$ cat config.mk
export PLATFORM = sky130hd
export DESIGN_NAME = heartbeat_frame_monitor_flat
export DESIGN_NICKNAME = d
export VERILOG_FILES = /design/src/hdl/hfm_pkg.sv /design/src/hdl/hfm_ifs.sv /design/src/hdl/heartbeat_frame_monitor.sv /design/src/hdl/hfm_check.sv /design/src/flat_wrapper.sv
export SDC_FILE = /design/constraint.sdc
export NUM_CORES = 1
export LEC_CHECK = 0
export BUFFER_PORTS_ARGS = -buffer_cell sky130_fd_sc_hd__buf_2
export CAP_MARGIN = 0
export CORE_MARGIN = 10
export CORE_UTILIZATION = 40
export DETAILED_ROUTE_END_ITERATION = 16
export PLACE_DENSITY_LB_ADDON = 0.12
export SETUP_SLACK_MARGIN = 0.05
export SYNTH_ARGS = -nofsm -noshare
export SYNTH_HDL_FRONTEND = slang
export SYNTH_SLANG_ARGS = --single-unit
$ cat constraint.sdc
create_clock -name clk -period 21.8 [get_ports clk]
set_clock_uncertainty 0.15 [all_clocks]
set_input_delay 3.27 -clock clk [delete_from_list [all_inputs] [get_ports clk]]
set_output_delay 3.27 -clock clk [all_outputs]
set_load 0.05 [all_outputs]
$ cat src/hdl/hfm_pkg.sv
// ----------------------------------------------------------------------------
// hfm_pkg: shared types and constants of the heartbeat frame monitor
// Request and result layouts, status codes, acceptance limits and the
// CRC-16 byte step.
// ----------------------------------------------------------------------------
package hfm_pkg;

  localparam int TIME_W    = 48;
  localparam int HB_ID_W   = 11;
  localparam int TMO_W     = 32;
  localparam int CFG_IDX_W = 1;

  localparam logic [15:0] CRC_POLY        = 16'h1021;
  localparam logic [15:0] CRC_INIT        = 16'hFFFF;
  localparam logic [7:0]  FLAG_BAD_MASK   = 8'hFE;
  localparam logic [7:0]  MAX_NODE_MODE   = 8'd5;
  localparam logic [6:0]  HB_LENGTH       = 7'd12;
  localparam logic [7:0]  SCHEMA_ONE      = 8'd1;
  localparam logic [3:0]  FORMAT_REQUIRED = 4'hC;
  localparam logic [TMO_W-1:0] TIMEOUT_RESET = 32'd500;

  typedef enum logic {
    OP_FRAME = 1'b0,
    OP_TIME  = 1'b1
  } hfm_op_t;

  typedef enum logic [CFG_IDX_W-1:0] {
    CFG_HEARTBEAT_ID = 1'b0,
    CFG_TIMEOUT_MS   = 1'b1
  } hfm_cfg_idx_t;

  typedef enum logic [1:0] {
    ST_UNKNOWN = 2'd0,
    ST_ALIVE   = 2'd1,
    ST_TIMEOUT = 2'd2
  } hfm_status_t;

  typedef struct packed {
    logic              opcode;
    logic [TIME_W-1:0] now_ms;
    logic [28:0]       frame_id;
    logic [3:0]        frame_format;
    logic [6:0]        payload_len;
    logic [7:0]        schema_version;
    logic [7:0]        node_mode;
    logic [7:0]        sequence_number;
    logic [7:0]        node_flags;
    logic [31:0]       sender_uptime;
    logic [15:0]       fault_bits;
    logic [15:0]       crc_received;
  } hfm_in_t;

  typedef struct packed {
    logic              accepted;
    logic [1:0]        link_status;
    logic [2:0]        last_node_mode;
    logic [7:0]        last_sequence;
    logic              last_flags;
    logic [31:0]       last_uptime;
    logic [15:0]       last_fault_bits;
    logic [TIME_W-1:0] received_at_ms;
    logic [TIME_W-1:0] age_ms;
  } hfm_out_t;

  // Frame check verdicts, one per rule group.
  typedef struct packed {
    logic hdr_ok;
    logic crc_ok;
    logic seq_ok;
  } hfm_chk_t;

  // CRC-16, MSB first, no reflection: fold in one byte.
  function automatic logic [15:0] crc16_byte(input logic [15:0] crc_in,
                                             input logic [7:0]  byte_in);
    logic [15:0] c;
    c = crc_in ^ {byte_in, 8'h00};
    for (int b = 0; b < 8; b++) begin
      if (c[15]) begin
        c = {c[14:0], 1'b0} ^ CRC_POLY;
      end else begin
        c = {c[14:0], 1'b0};
      end
    end
    return c;
  endfunction

endpackage

$ cat src/hdl/hfm_ifs.sv
// ----------------------------------------------------------------------------
// hfm_ifs: valid/ready channels of the heartbeat frame monitor
// Request, result and register write channels.
// ----------------------------------------------------------------------------
interface hfm_in_if import hfm_pkg::*; ();
  logic    valid;
  logic    ready;
  hfm_in_t data;

  modport source (output valid, output data, input ready);
  modport sink (input valid, input data, output ready);
endinterface

interface hfm_out_if import hfm_pkg::*; ();
  logic     valid;
  logic     ready;
  hfm_out_t data;

  modport source (output valid, output data, input ready);
  modport sink (input valid, input data, output ready);
endinterface

interface hfm_cfg_if import hfm_pkg::*; ();
  logic                 valid;
  logic                 ready;
  logic [CFG_IDX_W-1:0] index;
  logic [TMO_W-1:0]     wdata;

  modport source (output valid, output index, output wdata, input ready);
  modport sink (input valid, input index, input wdata, output ready);
endinterface

$ cat src/hdl/heartbeat_frame_monitor.sv
// ----------------------------------------------------------------------------
// heartbeat_frame_monitor: heartbeat watchdog for a CAN FD node
// Validates heartbeat frames, tracks the link status against a silence
// limit and reports the last heartbeat with its age for every request.
// ----------------------------------------------------------------------------
//  channel  dir  handshake     payload
//  in_ch    in   valid/ready   hfm_in_t  (frame or time update request)
//  out_ch   out  valid/ready   hfm_out_t (one result per request)
//  cfg_ch   in   valid/ready   index + wdata (heartbeat_id, timeout_ms)
//
//  One request per cycle sustained while out_ch.ready stays high; a request
//  passes the input register, then the result register, before its result leaves.
//  All checks, the CRC and the state update sit between those two registers.
//  Stalls on out_ch hold both registers; in_ch.ready drops only while both
//  registers hold requests and out_ch.ready is low.
//  Synchronous reset clears the stored heartbeat, status and the valid flags of
//  both registers to their defaults; cfg_ch is always ready.
// ----------------------------------------------------------------------------
module heartbeat_frame_monitor import hfm_pkg::*; (
  input  logic          clk,
  input  logic          rst_n,
  hfm_in_if.sink        in_ch,
  hfm_out_if.source     out_ch,
  hfm_cfg_if.sink       cfg_ch
);

  // Configuration
  logic [HB_ID_W-1:0] hb_id_r;
  logic [TMO_W-1:0]   timeout_r;

  // Input stage
  logic    s1_valid_r;
  hfm_in_t s1_item_r;

  // Monitor state
  logic              seen_any_r, seen_any_nxt;
  logic [7:0]        seq_r, seq_nxt;
  hfm_status_t       status_r, status_nxt;
  logic [2:0]        node_mode_r, node_mode_nxt;
  logic              flags_r, flags_nxt;
  logic [31:0]       uptime_r, uptime_nxt;
  logic [15:0]       faults_r, faults_nxt;
  logic [TIME_W-1:0] time_r, time_nxt;

  // Result stage
  logic     out_valid_r;
  hfm_out_t out_r, out_nxt;

  logic              out_free;
  logic              s1_fire;
  logic              frame_acc;
  logic              timeout_hit;
  logic              now_ge;
  logic [TIME_W-1:0] diff;
  hfm_chk_t          chk;

  assign out_free     = !out_valid_r || out_ch.ready;
  assign s1_fire      = s1_valid_r && out_free;
  assign in_ch.ready  = !s1_valid_r || out_free;
  assign cfg_ch.ready = 1'b1;

  assign out_ch.valid = out_valid_r;
  assign out_ch.data  = out_r;

  always_ff @(posedge clk) begin
    if (!rst_n) begin
      hb_id_r   <= '0;
      timeout_r <= TIMEOUT_RESET;
    end else if (cfg_ch.valid) begin
      case (cfg_ch.index)
        CFG_HEARTBEAT_ID: hb_id_r   <= cfg_ch.wdata[HB_ID_W-1:0];
        CFG_TIMEOUT_MS:   timeout_r <= cfg_ch.wdata;
        default: ;
      endcase
    end
  end

  always_ff @(posedge clk) begin
    if (!rst_n) begin
      s1_valid_r <= 1'b0;
    end else if (in_ch.ready) begin
      s1_valid_r <= in_ch.valid;
    end
  end

  always_ff @(posedge clk) begin
    if (in_ch.valid && in_ch.ready) begin
      s1_item_r <= in_ch.data;
    end
  end

  hfm_check u_check (
    .item     (s1_item_r),
    .hb_id    (hb_id_r),
    .seen_any (seen_any_r),
    .last_seq (seq_r),
    .status   (status_r),
    .chk      (chk)
  );

  assign frame_acc = (s1_item_r.opcode == OP_FRAME) &&
                     chk.hdr_ok && chk.crc_ok && chk.seq_ok;

  assign now_ge      = s1_item_r.now_ms >= time_r;
  assign diff        = s1_item_r.now_ms - time_r;
  assign timeout_hit = (s1_item_r.opcode == OP_TIME) && (status_r == ST_ALIVE) &&
                       now_ge && (diff >= TIME_W'(timeout_r));

  always_comb begin
    seen_any_nxt  = seen_any_r;
    seq_nxt       = seq_r;
    status_nxt    = status_r;
    node_mode_nxt = node_mode_r;
    flags_nxt     = flags_r;
    uptime_nxt    = uptime_r;
    faults_nxt    = faults_r;
    time_nxt      = time_r;
    if (frame_acc) begin
      seen_any_nxt  = 1'b1;
      seq_nxt       = s1_item_r.sequence_number;
      status_nxt    = ST_ALIVE;
      node_mode_nxt = s1_item_r.node_mode[2:0];
      flags_nxt     = s1_item_r.node_flags[0];
      uptime_nxt    = s1_item_r.sender_uptime;
      faults_nxt    = s1_item_r.fault_bits;
      time_nxt      = s1_item_r.now_ms;
    end else if (timeout_hit) begin
      status_nxt = ST_TIMEOUT;
    end
  end

  always_comb begin
    out_nxt.accepted        = frame_acc;
    out_nxt.link_status     = status_nxt;
    out_nxt.last_node_mode  = node_mode_nxt;
    out_nxt.last_sequence   = seq_nxt;
    out_nxt.last_flags      = flags_nxt;
    out_nxt.last_uptime     = uptime_nxt;
    out_nxt.last_fault_bits = faults_nxt;
    out_nxt.received_at_ms  = time_nxt;
    // A fresh heartbeat is stamped with now, so its age is zero.
    if (!frame_acc && seen_any_r && now_ge) begin
      out_nxt.age_ms = diff;
    end else begin
      out_nxt.age_ms = '0;
    end
  end

  always_ff @(posedge clk) begin
    if (!rst_n) begin
      seen_any_r  <= 1'b0;
      seq_r       <= '0;
      status_r    <= ST_UNKNOWN;
      node_mode_r <= '0;
      flags_r     <= 1'b0;
      uptime_r    <= '0;
      faults_r    <= '0;
      time_r      <= '0;
    end else if (s1_fire) begin
      seen_any_r  <= seen_any_nxt;
      seq_r       <= seq_nxt;
      status_r    <= status_nxt;
      node_mode_r <= node_mode_nxt;
      flags_r     <= flags_nxt;
      uptime_r    <= uptime_nxt;
      faults_r    <= faults_nxt;
      time_r      <= time_nxt;
    end
  end

  always_ff @(posedge clk) begin
    if (!rst_n) begin
      out_valid_r <= 1'b0;
    end else if (out_free) begin
      out_valid_r <= s1_valid_r;
    end
  end

  always_ff @(posedge clk) begin
    if (s1_fire) begin
      out_r <= out_nxt;
    end
  end

`ifndef SYNTH
  a_acc_alive: assert property (@(posedge clk) disable iff (!rst_n)
    out_valid_r && out_r.accepted |-> out_r.link_status == ST_ALIVE && out_r.age_ms == '0)
    else $error("accepted heartbeat not reported alive with zero age");

  a_unknown_until_seen: assert property (@(posedge clk) disable iff (!rst_n)
    !seen_any_r |-> status_r == ST_UNKNOWN && time_r == '0)
    else $error("status or time left reset value before any heartbeat");

  a_stall_holds: assert property (@(posedge clk) disable iff (!rst_n)
    s1_valid_r && !out_free |=> s1_valid_r && $stable(s1_item_r))
    else $error("stalled request dropped or changed in input stage");

  a_state_only_on_fire: assert property (@(posedge clk) disable iff (!rst_n)
    !s1_fire |=> $stable(status_r) && $stable(seq_r) && $stable(time_r))
    else $error("monitor state changed without a request in flight");
`endif

endmodule

$ cat src/hdl/hfm_check.sv
// ----------------------------------------------------------------------------
// hfm_check: heartbeat frame validation
// Header and payload range checks, CRC-16 over identifier and payload,
// and the sequence advance rule against the stored heartbeat.
// ----------------------------------------------------------------------------
module hfm_check import hfm_pkg::*; (
  input  hfm_in_t            item,
  input  logic [HB_ID_W-1:0] hb_id,
  input  logic               seen_any,
  input  logic [7:0]         last_seq,
  input  hfm_status_t        status,
  output hfm_chk_t           chk
);

  logic [15:0] crc;
  logic [7:0]  delta;

  always_comb begin
    crc = CRC_INIT;
    crc = crc16_byte(crc, hb_id[7:0]);
    crc = crc16_byte(crc, {5'b0, hb_id[HB_ID_W-1:8]});
    crc = crc16_byte(crc, item.schema_version);
    crc = crc16_byte(crc, item.node_mode);
    crc = crc16_byte(crc, item.sequence_number);
    crc = crc16_byte(crc, item.node_flags);
    crc = crc16_byte(crc, item.sender_uptime[7:0]);
    crc = crc16_byte(crc, item.sender_uptime[15:8]);
    crc = crc16_byte(crc, item.sender_uptime[23:16]);
    crc = crc16_byte(crc, item.sender_uptime[31:24]);
    crc = crc16_byte(crc, item.fault_bits[7:0]);
    crc = crc16_byte(crc, item.fault_bits[15:8]);
  end

  assign delta = item.sequence_number - last_seq;

  always_comb begin
    chk.hdr_ok = (item.frame_id == 29'(hb_id)) &&
                 (item.frame_format == FORMAT_REQUIRED) &&
                 (item.payload_len == HB_LENGTH) &&
                 (item.schema_version == SCHEMA_ONE) &&
                 (item.node_mode <= MAX_NODE_MODE) &&
                 ((item.node_flags & FLAG_BAD_MASK) == 8'h00);
    chk.crc_ok = (crc == item.crc_received);
    // First frame takes any sequence; after a timeout any nonzero step.
    chk.seq_ok = !seen_any ||
                 ((delta != 8'd0) && ((status == ST_TIMEOUT) || !delta[7]));
  end

endmodule
$ cat src/flat_wrapper.sv
// flat-port wrapper written by rule: the top's interface ports become plain ports
module heartbeat_frame_monitor_flat import hfm_pkg::*;
  (clk, rst_n, in_ch_valid, in_ch_data, in_ch_ready, out_ch_valid, out_ch_data, out_ch_ready, cfg_ch_valid, cfg_ch_index, cfg_ch_wdata, cfg_ch_ready);
  hfm_in_if in_ch_i ();
  hfm_out_if out_ch_i ();
  hfm_cfg_if cfg_ch_i ();
  input  logic clk;
  input  logic rst_n;
  input wire logic [$bits(in_ch_i.valid)-1:0] in_ch_valid;
  input wire logic [$bits(in_ch_i.data)-1:0] in_ch_data;
  output wire logic [$bits(in_ch_i.ready)-1:0] in_ch_ready;
  output wire logic [$bits(out_ch_i.valid)-1:0] out_ch_valid;
  output wire logic [$bits(out_ch_i.data)-1:0] out_ch_data;
  input wire logic [$bits(out_ch_i.ready)-1:0] out_ch_ready;
  input wire logic [$bits(cfg_ch_i.valid)-1:0] cfg_ch_valid;
  input wire logic [$bits(cfg_ch_i.index)-1:0] cfg_ch_index;
  input wire logic [$bits(cfg_ch_i.wdata)-1:0] cfg_ch_wdata;
  output wire logic [$bits(cfg_ch_i.ready)-1:0] cfg_ch_ready;
  assign in_ch_i.valid = in_ch_valid;
  assign in_ch_i.data = in_ch_data;
  assign in_ch_ready = in_ch_i.ready;
  assign out_ch_valid = out_ch_i.valid;
  assign out_ch_data = out_ch_i.data;
  assign out_ch_i.ready = out_ch_ready;
  assign cfg_ch_i.valid = cfg_ch_valid;
  assign cfg_ch_i.index = cfg_ch_index;
  assign cfg_ch_i.wdata = cfg_ch_wdata;
  assign cfg_ch_ready = cfg_ch_i.ready;
  heartbeat_frame_monitor u_core (.clk(clk), .rst_n(rst_n), .in_ch(in_ch_i), .out_ch(out_ch_i), .cfg_ch(cfg_ch_i));
endmodule
### Word-level counts from Yosys, hierarchy flattened

Index checks and enable logic that the tools add are counted.

* logic and storage cells: 289
* output and inout port bits: 162
* register bits: 500

* $add $sub $neg: 2
* equal/unequal tests: 7
* order comparisons: 3
* muxes and demuxes: 104
* reductions and logical operators: 30
* bitwise logic cells: 110

Operators by type and width (number)
* $mux 13: 96
* $not 3->3: 96
* $xor 16x16->16: 10
* $ge 48x32->1: 1
* $ge 48x48->1: 1
* $mux 48: 1
* $sub 48x48->48: 1
* $mux 32: 1
* $eq 29x11->1: 1
* $eq 16x16->1: 1
* $logic_and 1x1->1: 16
* $mux 16: 1
* $not 16->16: 1
* $xor 16x11->16: 1
* $eq 8x1->1 const B: 1
* $le 8x3->1 const B: 1
* $logic_not 8->1: 1
* $mux 8: 1
* $reduce_bool 8->1: 1
* $sub 8x8->8: 1
* $eq 7x4->1 const B: 1
* $reduce_and 2->1: 3
* $logic_not 1->1: 5
* $eq 4x4->1 const B: 1
* 7 further kinds: 12

### Depth between registers and ports, before layout

* depth after elaboration: 210
* gate-level depth with buffers: 34
* depth with buffers taken out: 34

### By module

From an unflattened synthesis, not the netlist that was laid out.

* cells, all modules: 2398
* area total of the unflattened synthesis: 26314.0 um^2

Modules (own cells, without submodules)
* heartbeat_frame_monitor: instances 1, cells an instance 2017, seq. area each 13452.9 um^2, area an instance 21862.2 um^2
* hfm_check: instances 1, cells an instance 381, seq. area each 0.0 um^2, area an instance 4451.8 um^2

### Worst setup path after synthesis

Ideal clock, no wire load.

* path type: input port to flip-flop
* start: in out_ch_ready
* end: reg u_core.time_r[28]
* arrival time: 12.305 ns
* stages on the path: 9
* path buffers: 3
* library setup time: 0.070 ns
* required time: 21.580 ns
* slack: 9.275 ns
* path through: nor2b_1 > nor2b_1 > nor4b_2 > and2b_1 > buf_6 > buf_6 > buf_8 > nand2_1 > a21boi_1

* cells in the longest elaborated chain, start to end: 2

Ends and longest elaborated chain
* start: declaration: RTL line flat_wrapper.sv:14 `input wire logic [$bits(out_ch_i.ready)-1:0] out_ch_ready;`
* $logic_or 1x1->1: RTL line heartbeat_frame_monitor.sv:57 `assign out_free = !out_valid_r || out_ch.ready;`
* $logic_and 1x1->1: RTL line heartbeat_frame_monitor.sv:58 `assign s1_fire = s1_valid_r && out_free;`
* named net u_core.s1_fire: RTL line heartbeat_frame_monitor.sv:50 `logic s1_fire;`
* end signal: assignment: RTL line heartbeat_frame_monitor.sv:167 `time_r <= time_nxt;`
* end: declaration: RTL line heartbeat_frame_monitor.sv:43 `logic [TIME_W-1:0] time_r, time_nxt;`

The timed path passes the listed nets, and every way through them passes these cells.
A chain may end at the register's enable or synchronous reset.

### Worst setup path after layout

* start: reg u_core.hb_id_r[3]
* end: reg u_core.uptime_r[22]

* cells in the longest elaborated chain, start to end: 106

Ends and longest elaborated chain
* start: declaration: RTL line heartbeat_frame_monitor.sv:28 `logic [HB_ID_W-1:0] hb_id_r;`
* start signal: assignment: RTL line heartbeat_frame_monitor.sv:71 `CFG_HEARTBEAT_ID: hb_id_r <= cfg_ch.wdata[HB_ID_W-1:0];`
* $not 16->16 (no source line)
* $not 3->3 (no source line)
* $mux 13 (5 in a row): RTL line hfm_pkg.sv:78 `if (c[15]) begin`
* $xor 16x11->16: RTL line hfm_pkg.sv:76 `c = crc_in ^ {byte_in, 8'h00};`
* $mux 13: RTL line hfm_pkg.sv:78
* $not 3->3 (no source line)
* $mux 13 (7 in a row): RTL line hfm_pkg.sv:78
* $xor 16x16->16: RTL line hfm_pkg.sv:76
* [69 not listed]
* $mux 13 (5 in a row): RTL line hfm_pkg.sv:78
* $xor 16x16->16: RTL line hfm_pkg.sv:76
* $mux 13: RTL line hfm_pkg.sv:78
* $not 3->3 (no source line)
* $mux 13 (7 in a row): RTL line hfm_pkg.sv:78
* $eq 16x16->1: RTL line hfm_check.sv:43 `chk.crc_ok = (crc == item.crc_received);`
* $logic_and 1x1->1 * (2 in a row): RTL line heartbeat_frame_monitor.sv:102 `chk.hdr_ok && chk.crc_ok && chk.seq_ok;`
* $mux 32 *: RTL line heartbeat_frame_monitor.sv:118 `if (frame_acc) begin`
* end signal: assignment: RTL line heartbeat_frame_monitor.sv:165 `uptime_r <= uptime_nxt;`
* end: declaration: RTL line heartbeat_frame_monitor.sv:41 `logic [31:0] uptime_r, uptime_nxt;`

Every way passes the cells marked *; elsewhere a longest branch is shown, timed or not.

==> Implementation_results.wiki <==
{| class="wikitable"
! Metric !! Value
|-
| Synth top cells by count || nand2_1, edfxtp_1, xnor2_1
|-
| Utilization after layout || a little under half
|-
| Die boundary width || 270 um
|-
| Number of diodes || 0
|-
| Maximum buffer depth of the clock tree || 3
|-
| Critical path data required time || between 20 and 25 ns
|-
| Number of DRC markers after the initial detailed-route iteration || around 970
|-
| Share of the yosys chip area belonging to registers || a little over half
|-
| Count of cells resized by post-cts repair || 0
|-
| Number of global-route vias before repair || roughly 17,000
|-
| Top cell type by total area after synthesis || edfxtp_1
|-
| Relative slew margins || between 20% and 30%
|-
| Post-Synthesis Net Count || 2,441
|-
| Startpoint type of the worst setup path || flip-flop
|-
| First-pass detailed-route iteration total || 5
|-
| HPWL after detailed placement || 51,700 um
|-
| Drt drc || 0
|-
| Total standard cell area after synthesis || between 20,000 and 25,000 um^2
|-
| Post CTS Setup Buffer Count || 0
|-
| Count of non-filler cells in the finished layout || 3,381
|-
| Antenna violations before repair || 5
|-
| Post-layout instance area || between 20,000 and 30,000 um^2
|-
| Syn-to-layout area delta || 17.8%
|-
| Total number of vias || 16,621
|-
| Area of the die || between 70,000 and 80,000 um^2
|-
| Top-count cell post-synth || nand2_1
|-
| Source-to-sink clock delay at the later pin of the worst-skew pair || between 0.6 and 0.7 ns
|-
| Status || finished clean
|-
| Sinks on Clock Net || 500
|-
| Critical-path maximum fanout || 69
|-
| Fin. max-slew vios || 0
|-
| Area share of the largest cell type after synthesis || approximately two fifths
|-
| Number of nets with antenna violations after detailed routing || 0
|-
| Async S/R FF share, synth || 0%
|-
| Final layout net count || between 2,000 and 3,000
|-
| Final setup violation count || 0
|-
| Count of hold buffers inserted by post-cts repair || 0
|-
| Num CTS Buffers || between 50 and 60
|-
| Overflow after GRT || 0
|-
| Placement-stage cell area || approximately 28,000 um^2
|-
| Number of instances in the synthesized netlist || 2,130
|-
| Max Cap Viol || 0
|-
| Critical path, cell by cell || xnor3_1, xnor3_1, xnor2_1, xnor2_2, xnor3_1, xnor3_1, xnor2_1, xnor2_1, xor2_1, xnor2_2, xnor2_2, xor2_1, xnor2_2, xnor2_1, a2111oi_0, a41oi_1, nor4b_2, and2b_4, buf_4, nand2_1, a21boi_1
|-
| H-tree levels || 2
|-
| Hold Violations, Final || 0
|-
| Total global routing track utilization || 18.6%
|-
| Distinct cell type count after synthesis || 70
|-
| Number of placed cells counting well taps || 3,276
|-
| Number of warnings printed during yosys synthesis || 0
|-
| Data arrival, critical path || ~8.3 ns
|-
| Global-route wire length before repair || 105,000 um
|-
| Register bit total from synthesis || 500
|-
| Clock-pin transition on the worst setup and hold timing paths || roughly 0.06 ns
|-
| Ratio of final minimum period to clock period || 36.4%
|-
| Standard cell with the maximum stage delay on the critical path || buf_4
|-
| Starting density of the core || approximately two fifths
|-
| Delay of the slowest critical-path stage || 0.75 ns
|-
| Overall die height || 270 um
|-
| Vias per std cell || slightly below 5
|-
| Top-Level Pins || between 300 and 400
|-
| Routability congestion estimate || ~0.9
|-
| Proportion of layout cells with a drive suffix above 1 || between 20% and 30%
|-
| Max frequency || ~130 MHz
|-
| Worst Max-Slew Pin Slew || about 1.1 ns
|-
| Path type of the worst min-delay path || reg -> reg
|-
| Most instantiated flip-flop cell in the synthesis netlist || edfxtp_1
|-
| Final Critical Period || just under 8 ns
|-
| Clock root buffer || clkbuf_16
|-
| Quantity of I/O buffers inserted on ports || between 300 and 400
|-
| Detailed Route WL || 69,600 um
|-
| Avg Cell Area, Syn || 11.7 um^2
|-
| Post-route setup TNS || 0 ns
|-
| Number of enable flip-flop cells after synthesis || approximately 340
|-
| Unrepaired setup endpoints after global routing || no
|-
| Type of element capturing the critical path || flip-flop
|-
| Largest net degree at the start of global routing || between 80 and 90
|-
| Detail-routed net length per standard cell || roughly 21 um
|-
| Row count || between 90 and 100
|-
| Top area cells in the synthesized netlist || edfxtp_1, dfxtp_1, xnor2_1, nand2_1, ha_1
|-
| Start-to-end type of the worst setup path || reg -> reg
|-
| Core Region || just over 60,000 um^2
|-
| CTS tree || done
|}
==> through the flow <==
step,setup WS (ns),hold slack (ns)
floorplan,9.28,0.277
global placement,13.94,0.283
detailed placement,13.78,0.291
CTS,13.76,0.298
global route,13.34,0.318
finish,13.86,0.296
==> final timing paths <==
kind | from | to | slack [ns] | cells after the start
setup / recovery | u_core.hb_id_r[3] | u_core.uptime_r[22] | 13.86 | 21
hold / removal | u_core.faults_r[15] | u_core.faults_r[15] | 0.30 | 2
hold reg to reg | u_core.faults_r[15] | u_core.faults_r[15] | 0.30 | 2
setup reg to reg | u_core.hb_id_r[3] | u_core.uptime_r[22] | 13.86 | 21
==> per-layer routing <==
layer  wire length, um  GRT usage, %  share of wire [%]
met1             30100          23.2                 43
met2             34400          32.4                 50
met3              3500          3.64                5.0
met4              1500          4.92                2.2
met5                34             0              0.049
==> critical path: cells and delay by family, from the launching register on <==
kind            cells  cell delay, ns
flops               1            0.56
buf+inv             1            0.75
xor+xnor           14            4.29
simple gates        3            1.29
compound gates      3            0.71
==> layout by cell type, fill, tap and decap left out, drive strengths merged, types with 13 or more instances in the layout <==
cell and count:
buf 397, nand2 388, edfxtp 344, xnor2 225, dfxtp 156, a21boi 153
inv 115, o21ai 91, ha 87, clkbuf 82, mux2 55, xor2 52
a21o 50, a21oi 48, and2 42, nor2 41, xnor3 36, nand4 16
nor4 16, nand3 13, xor3 13
==> final cells by class <==
cell class | count | area (um^2)
clock buffer | 82 | 1610
tap | 837 | 1050
clock inverter | 23 | 225
inverter | 109 | 409
multi-input combinational | 1433 | 10600
timing repair buffer | 397 | 2020
fill | 5768 | 32300
sequential | 500 | 13500
==> flip-flops by register name, summed over array words and instances (netlist names) <==
name                 cells
u_core.seen_any_r        1
u_core.s1_valid_r        1
u_core.uptime_r         32
u_core.s1_item_r       185
u_core.faults_r         16
u_core.status_r          2
u_core.hb_id_r          11
u_core.time_r           48
u_core.timeout_r        32
u_core.flags_r           1
u_core.node_mode_r       3
u_core.seq_r             8
u_core.out_ch.data     159
u_core.out_ch.valid      1
==> cell families (layout without fill, tap and decap cells) <==
| family | Yosys count | in the layout | share of synthesized area [%] |
|---|---|---|---|
| xor gates and xnor gates | 326 | 326 | 14.8 |
| and+or+nand+nor | 567 | 567 | 9.99 |
| buffers and inverters | 197 | 611 | 3.58 |
| AOI/OAI and AO/OA | 395 | 395 | 10.6 |
| other | 1 | 1 | 0.0151 |
| muxes | 56 | 56 | 2.53 |
| DFF | 500 | 500 | 54.0 |
| adders and majority gates | 88 | 88 | 4.45 |
Power is not shown: default switching activity piles up to over one toggle a cycle in this logic, so the estimate is an artifact.
